===== config.mk =====
export PLATFORM = sky130hd
export DESIGN_NAME = sorted_value_table_top
export DESIGN_NICKNAME = d
export VERILOG_FILES = /design/src/svt_pkg.sv /design/src/sorted_value_table_top.sv /design/src/svt_store.sv
export SDC_FILE = /design/constraint.sdc
export NUM_CORES = 1
export LEC_CHECK = 0
export ABC_AREA = 1
export BUFFER_PORTS_ARGS = -buffer_cell sky130_fd_sc_hd__clkbuf_2
export CORE_ASPECT_RATIO = 1.5
export CORE_MARGIN = 4
export CORE_UTILIZATION = 60
export CTS_CLUSTER_DIAMETER = 200
export DETAILED_ROUTE_END_ITERATION = 8
export PLACE_DENSITY_LB_ADDON = 0.25
export SYNTH_ARGS = -nofsm -noshare
export SYNTH_HDL_FRONTEND = slang
export SYNTH_SLANG_ARGS = --single-unit

===== constraint.sdc =====
create_clock -name clk_i -period 4 [get_ports clk_i]
set_input_delay 0.4 -clock clk_i [delete_from_list [all_inputs] [get_ports clk_i]]
set_output_delay 0.4 -clock clk_i [all_outputs]
set_load 0.1 [all_outputs]

===== src/svt_pkg.sv =====
package svt_pkg;

  // Table geometry
  localparam int Capacity   = 16;
  localparam int MaxResults = 16;
  localparam int CntW       = $clog2(Capacity + 1);
  localparam int AddrW      = (Capacity > 1) ? $clog2(Capacity) : 1;
  localparam int ValueW     = 32;
  localparam int EntryCntW  = 5;

  typedef enum logic [1:0] {
    CMD_INSERT = 2'd0,
    CMD_DELETE = 2'd1,
    CMD_LIST   = 2'd2,
    CMD_NONE   = 2'd3
  } cmd_e;

  typedef enum logic [2:0] {
    ST_INSERTED  = 3'd0,
    ST_DELETED   = 3'd1,
    ST_NOT_FOUND = 3'd2,
    ST_FULL      = 3'd3,
    ST_ENTRY     = 3'd4,
    ST_EMPTY     = 3'd5
  } status_e;

  typedef enum logic [2:0] {
    S_IDLE,
    S_READ,
    S_EVAL,
    S_PLACE,
    S_EMIT
  } state_e;

  // Store access from the sequencer
  typedef struct packed {
    logic              we;
    logic [AddrW-1:0]  wr_addr;
    logic [ValueW-1:0] wr_data;
    logic              re;
    logic [AddrW-1:0]  rd_addr;
  } store_req_t;

endpackage


===== src/sorted_value_table_top.sv =====
// Sorted value table: holds up to 16 signed 32-bit values in ascending order
// (duplicates kept) in a RAM with one write port and a registered read port.
// One item is worked at a time and in_stall_o stays high until its last
// result has been loaded into the output register. Each entry visited takes a
// RAM read, then a compare and shift write: insert walks down from the top
// over the entries not less than the value; delete walks up to the match and
// then shifts the rest; list emits one entry per read, waiting while the
// output is stalled. Full and empty cases go straight to their result; an
// unused command gives no result.
module sorted_value_table_top (
  input  logic                         clk_i,
  input  logic                         rst_ni,
  input  logic                         in_valid_i,
  output logic                         in_stall_o,
  input  logic [1:0]                   command_i,
  input  logic signed [31:0]           operand_value_i,
  output logic                         out_valid_o,
  input  logic                         out_stall_i,
  output logic [2:0]                   status_o,
  output logic signed [31:0]           entry_value_o,
  output logic [4:0]                   entry_count_o,
  output logic                         last_o
);
  import svt_pkg::*;

  state_e                   state_q, state_d;
  cmd_e                     cmd_q, cmd_d;
  logic signed [ValueW-1:0] val_q, val_d;
  logic [CntW-1:0]          cnt_q, cnt_d;
  logic [CntW-1:0]          idx_q, idx_d;
  logic                     found_q, found_d;
  status_e                  st_q, st_d;

  logic                     out_valid_q, out_valid_d;
  status_e                  out_st_q, out_st_d;
  logic [ValueW-1:0]        out_val_q, out_val_d;
  logic [CntW-1:0]          out_cnt_q, out_cnt_d;
  logic                     out_last_q, out_last_d;

  store_req_t               req;
  logic [ValueW-1:0]        rd_data;
  logic signed [ValueW-1:0] rd_s;
  logic                     in_acc;
  logic                     out_free;
  logic [CntW-1:0]          idx_m1;
  logic [CntW-1:0]          cnt_m1;
  logic [CntW-1:0]          list_n;
  logic                     match;
  logic                     greater;
  logic                     not_less;

  svt_store u_store (
    .clk_i     (clk_i),
    .req_i     (req),
    .rd_data_o (rd_data)
  );

  assign in_stall_o = (state_q != S_IDLE);
  assign in_acc     = in_valid_i && !in_stall_o;
  assign out_free   = !out_valid_q || !out_stall_i;

  assign rd_s     = $signed(rd_data);
  assign idx_m1   = idx_q - CntW'(1);
  assign cnt_m1   = cnt_q - CntW'(1);
  assign list_n   = (cnt_q > CntW'(MaxResults)) ? CntW'(MaxResults) : cnt_q;
  assign match    = (rd_s == val_q);
  assign greater  = (rd_s > val_q);
  assign not_less = (rd_s >= val_q);

  // Sequencer: next state, store access and output loading
  always_comb begin
    state_d    = state_q;
    cmd_d      = cmd_q;
    val_d      = val_q;
    cnt_d      = cnt_q;
    idx_d      = idx_q;
    found_d    = found_q;
    st_d       = st_q;

    out_valid_d = out_valid_q && out_stall_i;
    out_st_d    = out_st_q;
    out_val_d   = out_val_q;
    out_cnt_d   = out_cnt_q;
    out_last_d  = out_last_q;

    req.we      = 1'b0;
    req.wr_addr = idx_q[AddrW-1:0];
    req.wr_data = rd_data;
    req.re      = 1'b0;
    req.rd_addr = (cmd_q == CMD_INSERT) ? idx_m1[AddrW-1:0] : idx_q[AddrW-1:0];

    case (state_q)
      S_IDLE: begin
        if (in_acc) begin
          cmd_d   = cmd_e'(command_i);
          val_d   = operand_value_i;
          found_d = 1'b0;
          idx_d   = '0;
          case (cmd_e'(command_i))
            CMD_INSERT: begin
              if (cnt_q >= CntW'(Capacity)) begin
                st_d    = ST_FULL;
                state_d = S_EMIT;
              end else if (cnt_q == '0) begin
                state_d = S_PLACE;
              end else begin
                idx_d   = cnt_q;
                state_d = S_READ;
              end
            end
            CMD_DELETE: begin
              if (cnt_q == '0) begin
                st_d    = ST_NOT_FOUND;
                state_d = S_EMIT;
              end else begin
                state_d = S_READ;
              end
            end
            CMD_LIST: begin
              if (cnt_q == '0) begin
                st_d    = ST_EMPTY;
                state_d = S_EMIT;
              end else begin
                state_d = S_READ;
              end
            end
            default: begin
              state_d = S_IDLE;
            end
          endcase
        end
      end

      S_READ: begin
        req.re  = 1'b1;
        state_d = S_EVAL;
      end

      S_EVAL: begin
        case (cmd_q)
          // Walk down, moving entries not less than the value up one slot
          CMD_INSERT: begin
            if (not_less) begin
              req.we      = 1'b1;
              req.wr_addr = idx_q[AddrW-1:0];
              req.wr_data = rd_data;
              idx_d       = idx_m1;
              state_d     = (idx_q == CntW'(1)) ? S_PLACE : S_READ;
            end else begin
              state_d = S_PLACE;
            end
          end
          // Walk up to the match, then pull later entries down one slot
          CMD_DELETE: begin
            if (found_q) begin
              req.we      = 1'b1;
              req.wr_addr = idx_m1[AddrW-1:0];
              req.wr_data = rd_data;
            end
            if (!found_q && greater) begin
              st_d    = ST_NOT_FOUND;
              state_d = S_EMIT;
            end else begin
              found_d = found_q || match;
              if (idx_q == cnt_m1) begin
                if (found_q || match) begin
                  cnt_d = cnt_m1;
                  st_d  = ST_DELETED;
                end else begin
                  st_d  = ST_NOT_FOUND;
                end
                state_d = S_EMIT;
              end else begin
                idx_d   = idx_q + CntW'(1);
                state_d = S_READ;
              end
            end
          end
          // One entry per read, held until the output register frees
          CMD_LIST: begin
            if (out_free) begin
              out_valid_d = 1'b1;
              out_st_d    = ST_ENTRY;
              out_val_d   = rd_data;
              out_cnt_d   = cnt_q;
              out_last_d  = (idx_q == list_n - CntW'(1));
              if (idx_q == list_n - CntW'(1)) begin
                state_d = S_IDLE;
              end else begin
                idx_d   = idx_q + CntW'(1);
                state_d = S_READ;
              end
            end
          end
          default: begin
            state_d = S_IDLE;
          end
        endcase
      end

      S_PLACE: begin
        req.we      = 1'b1;
        req.wr_addr = idx_q[AddrW-1:0];
        req.wr_data = val_q;
        cnt_d       = cnt_q + CntW'(1);
        st_d        = ST_INSERTED;
        state_d     = S_EMIT;
      end

      S_EMIT: begin
        if (out_free) begin
          out_valid_d = 1'b1;
          out_st_d    = st_q;
          out_val_d   = '0;
          out_cnt_d   = cnt_q;
          out_last_d  = 1'b1;
          state_d     = S_IDLE;
        end
      end

      default: begin
        state_d = S_IDLE;
      end
    endcase
  end

  // Control state
  always_ff @(posedge clk_i or negedge rst_ni) begin
    if (!rst_ni) begin
      state_q     <= S_IDLE;
      cnt_q       <= '0;
      out_valid_q <= 1'b0;
    end else begin
      state_q     <= state_d;
      cnt_q       <= cnt_d;
      out_valid_q <= out_valid_d;
    end
  end

  // Working registers and output payload
  always_ff @(posedge clk_i) begin
    cmd_q      <= cmd_d;
    val_q      <= val_d;
    idx_q      <= idx_d;
    found_q    <= found_d;
    st_q       <= st_d;
    out_st_q   <= out_st_d;
    out_val_q  <= out_val_d;
    out_cnt_q  <= out_cnt_d;
    out_last_q <= out_last_d;
  end

  assign out_valid_o   = out_valid_q;
  assign status_o      = out_st_q;
  assign entry_value_o = $signed(out_val_q);
  assign entry_count_o = EntryCntW'(out_cnt_q);
  assign last_o        = out_last_q;

endmodule


===== src/svt_store.sv =====
module svt_store (
  input  logic                      clk_i,
  input  svt_pkg::store_req_t       req_i,
  output logic [svt_pkg::ValueW-1:0] rd_data_o
);
  import svt_pkg::*;

  logic [ValueW-1:0] mem [Capacity];
  logic [ValueW-1:0] rd_data_q;

  // Single write port
  always_ff @(posedge clk_i) begin
    if (req_i.we) begin
      mem[req_i.wr_addr] <= req_i.wr_data;
    end
  end

  // Registered read port
  always_ff @(posedge clk_i) begin
    if (req_i.re) begin
      rd_data_q <= mem[req_i.rd_addr];
    end
  end

  assign rd_data_o = rd_data_q;

endmodule

==> impl_results.md <==
- Post-synthesis mux area share: 0%
- Register bit total from synthesis: around 640
- Initial antenna violation count: 0
- WP data arrival: 3.66 ns
- Ant diodes: 0
- Nets: 2,568
- Vias per cell: 5.74
- Final Skew: 0.0288 ns
- HP Class: in2reg
- DIE WIDTH: between 150 and 200 um
- Worst-case clock buffer depth: 3
- GP Congestion: 0.882
- Via count: 17,900
- Sequential share of the synthesized area: 70.6%
- Non-filler cells, final: ~3,100
- WL/cell: 20.4 um
- CTS clk-pin slew, worst paths: 0.07 ns
- HPWL Detailed: 37,800 um
- Global Route met2 Usage: between 40% and 50%
- Worst Tran Pin Value: 1.30 ns
- WP data required: 4.29 ns
- Floorplan row count: 95
- Die area: 48,600 um^2
- Commonest non-fill, non-tap cells in the layout: 817 x nand2_1, 628 x edfxtp_1, 271 x nand3_1
- Final count of negative-setup-slack endpoints: 0
- Largest net degree at the start of global routing: 174
- Min cycle time layout: 3.37 ns
- Most common cell after layout, fill and taps aside: nand2_1
- Hold Vio Cnt, Final: 0
- # DRC: 0
- TritonCTS Buffers: 55
- Area delta synth->final: 13.4%
- First-pass GRT wire length: roughly 98,000 um
- Final Cycle Share: a little over four fifths
- Slew HR: around 13%
- Seq. cell area: 19,100 um^2
- Mean post-synth cell area: 11.4 um^2
- Synth Area in Adders: 2.27%
- Post-route ant nets: 0
- Fill cell count: ~3,100
- Yosys warning total: 0
- Root Buffer: clkbuf_16
- Synth cell types: 44
- R2r setup slk: 0.63 ns
- Fmax: 0.297 GHz
- IO buf count: 80
- Critical path peak fanout: 26
- Global-route met3 utilization: under 10%
- Post-synthesis async set-or-reset flop share: 1.41%
- Met1 Use GR: approximately a third
- Multi-input logic area: 7160 um^2
- CP Launch Type: flop
- Starting DRT DRC Count: 1,640
- Synth top area share: 69.8%
- CTS tree: yes
- # Max-Cap Violations: 0
- Area leader, netlist: edfxtp_1
- EDFF count, synth: between 600 and 700
- Mapped cell area: 27,000 um^2
- Synth top area cells: edfxtp_1 70%, nand2_1 11%, nand3_1 5.0%
- Clk_lat worst skew: around 0.61 ns
- Vias in the first global route: 17,800
- Post-CTS setup buffer count: 0
- Routed WL: 63,300 um
- Placed cells: just under 3,000
- CP Class: reg2reg
- Layout cells sized above 1: 10.9%
- Total GRT Usage: 25.8%
- VDD IR max: approximately 0.00066 V
- XOR/XNOR share of the synthesized area: less than 1%
- Core ar.: 44,700 um^2
- Leakage: 11.6 nW
- Hold WS: around 0.026 ns
- GRT busiest layer: met2
- Cells after synthesis: 2,376
- TNS Setup: 0 ns
- PD cells: about 790 nW/um^2
- Status: complete, no violations
- Drt pass-1 iters: 6
- Simple-Gate Fraction of Synth Area: 18.5%
- CP Capture Type: flop
- Main combinational cell family by area after synthesis: simple AND/OR/NAND/NOR gates
- Congestion Overflow GR: 0
- Net Count, Synth: 2,463
- Dominant synthesized flop cell: edfxtp_1
- Die height: roughly 270 um
- Max-slew violation count: 0
- Htree depth: 2
- Unrepaired setup endpoints after global routing: no
- Synth Area in Compound Gates: 4.32%
- CTS Sinks: 637
- Ports: 81
- Starting Density: 60.5%
==> synth_stat cells (2+ instances only) <==
| master | number |
|---|---|
| a21o_1 | 3 |
| a21oi_1 | 23 |
| a31oi_1 | 2 |
| buf_1 | 10 |
| buf_2 | 26 |
| buf_4 | 2 |
| buf_6 | 2 |
| clkbuf_1 | 80 |
| dfrtp_1 | 9 |
| edfxtp_1 | 628 |
| ha_1 | 49 |
| inv_1 | 114 |
| inv_2 | 8 |
| nand2_1 | 817 |
| nand3_1 | 271 |
| nand3b_1 | 2 |
| nand4_1 | 7 |
| nor2_1 | 89 |
| nor2_2 | 3 |
| nor2_4 | 3 |
| nor2_8 | 2 |
| nor3_1 | 3 |
| o21ai_0 | 164 |
| o21ai_1 | 17 |
| o22ai_1 | 2 |
| o22ai_2 | 3 |
| o32ai_1 | 2 |
| or2_2 | 2 |
| xnor2_1 | 5 |
| xor2_1 | 14 |
==> final cells by class <==
class                      count  share of cell area (%)
clock buffer                  68                    4.79
timing repair buffer         168                    4.61
inverter                     124                    1.54
tap                          582                    2.38
multi-input combinational   1495                    23.4
clock inverter                35                    1.07
sequential                   637                    62.2
==> critical path, stage by stage (launching register included) <==
cell	delay (ns)
edfxtp_1	0.41
ha_1	0.32
nand2_1	0.07
nor2_1	0.30
nand4_1	0.30
nor3_1	0.43
inv_1	0.09
nand2_1	0.11
nand2_1	0.06
nand2_1	0.08
nand2_2	0.04
buf_4	0.27
nor2_4	0.28
buf_12	0.25
==> stage by stage <==
stage          cell area (um^2)  total power [W]  setup WS [ns]  util (%)
6_report                  30700           0.0243          0.628      68.6
3_5_place_dp              28600           0.0190          0.693      63.9
5_1_grt                   30700           0.0257          0.483      68.6
3_3_place_gp              28600           0.0187          0.701      63.9
4_1_cts                   30700           0.0243          0.642      68.6
2_1_floorplan             27000           0.0159          0.391         -
==> registers in the layout (all words and copies together), names as in the netlist, 2 cells and up <==
signal / cells
cnt_q: 5
status_o: 3
st_q: 3
entry_value_o: 32
val_q: 32
u_store.mem: 512
entry_count_o: 5
state_q: 3
u_store.rd_data_o: 32
cmd_q: 2
idx_q: 5
==> worst paths after layout <==
kind                                  startpoint                 end  cells past startpoint
min in group asynchronous                 rst_ni          state_q[1]                      2
max in group asynchronous                 rst_ni            cnt_q[0]                      2
max reg2reg                u_store.rd_data_o[15]  u_store.mem[1][22]                     13
min                          operand_value_i[22]           val_q[22]                      1
min reg2reg                              st_q[2]         status_o[2]                      1
max                        u_store.rd_data_o[15]  u_store.mem[1][22]                     13
==> timing repair <==
| item | in CTS | in global routing |
|---|---|---|
| endpoints found under the hold margin | 39 | 0 |
| gates resized for setup | 0 | 0 |
| hold buffers | 31 | 0 |
==> routing by layer <==
| layer | wire length (um) | part of all wire, % | vias to the layer above |
|---|---|---|---|
| li1 | - | - | 8382 |
| met1 | 24100 | 38 | 8604 |
| met2 | 32900 | 52 | 723 |
| met3 | 4080 | 6.4 | 148 |
| met4 | 2300 | 3.6 | 0 |
| met5 | 0 | 0 | - |
==> report_power, final <==
| part | internal [W] | leakage, nW | total (W) | switching, W |
|---|---|---|---|---|
| combinational | 0.00254 | 4.90 | 0.00979 | 0.00725 |
| sequential | 0.00888 | 5.81 | 0.00919 | 0.000312 |
| clock | 0.00294 | 0.861 | 0.00529 | 0.00234 |
| total | 0.0144 | 11.6 | 0.0243 | 0.00990 |
==> kinds of logic (layout without fill, tap and decap cells) <==
logic type,count (synthesis),in the layout
AND/OR/NAND/NOR,1206,1206
flip-flops,637,637
buffers and inverters,244,395
AO/OA/AOI/OAI,220,220
adder cells (fa/ha/maj),49,49
XOR/XNOR,20,20
Note: power is estimated with default switching activity, not from simulation.
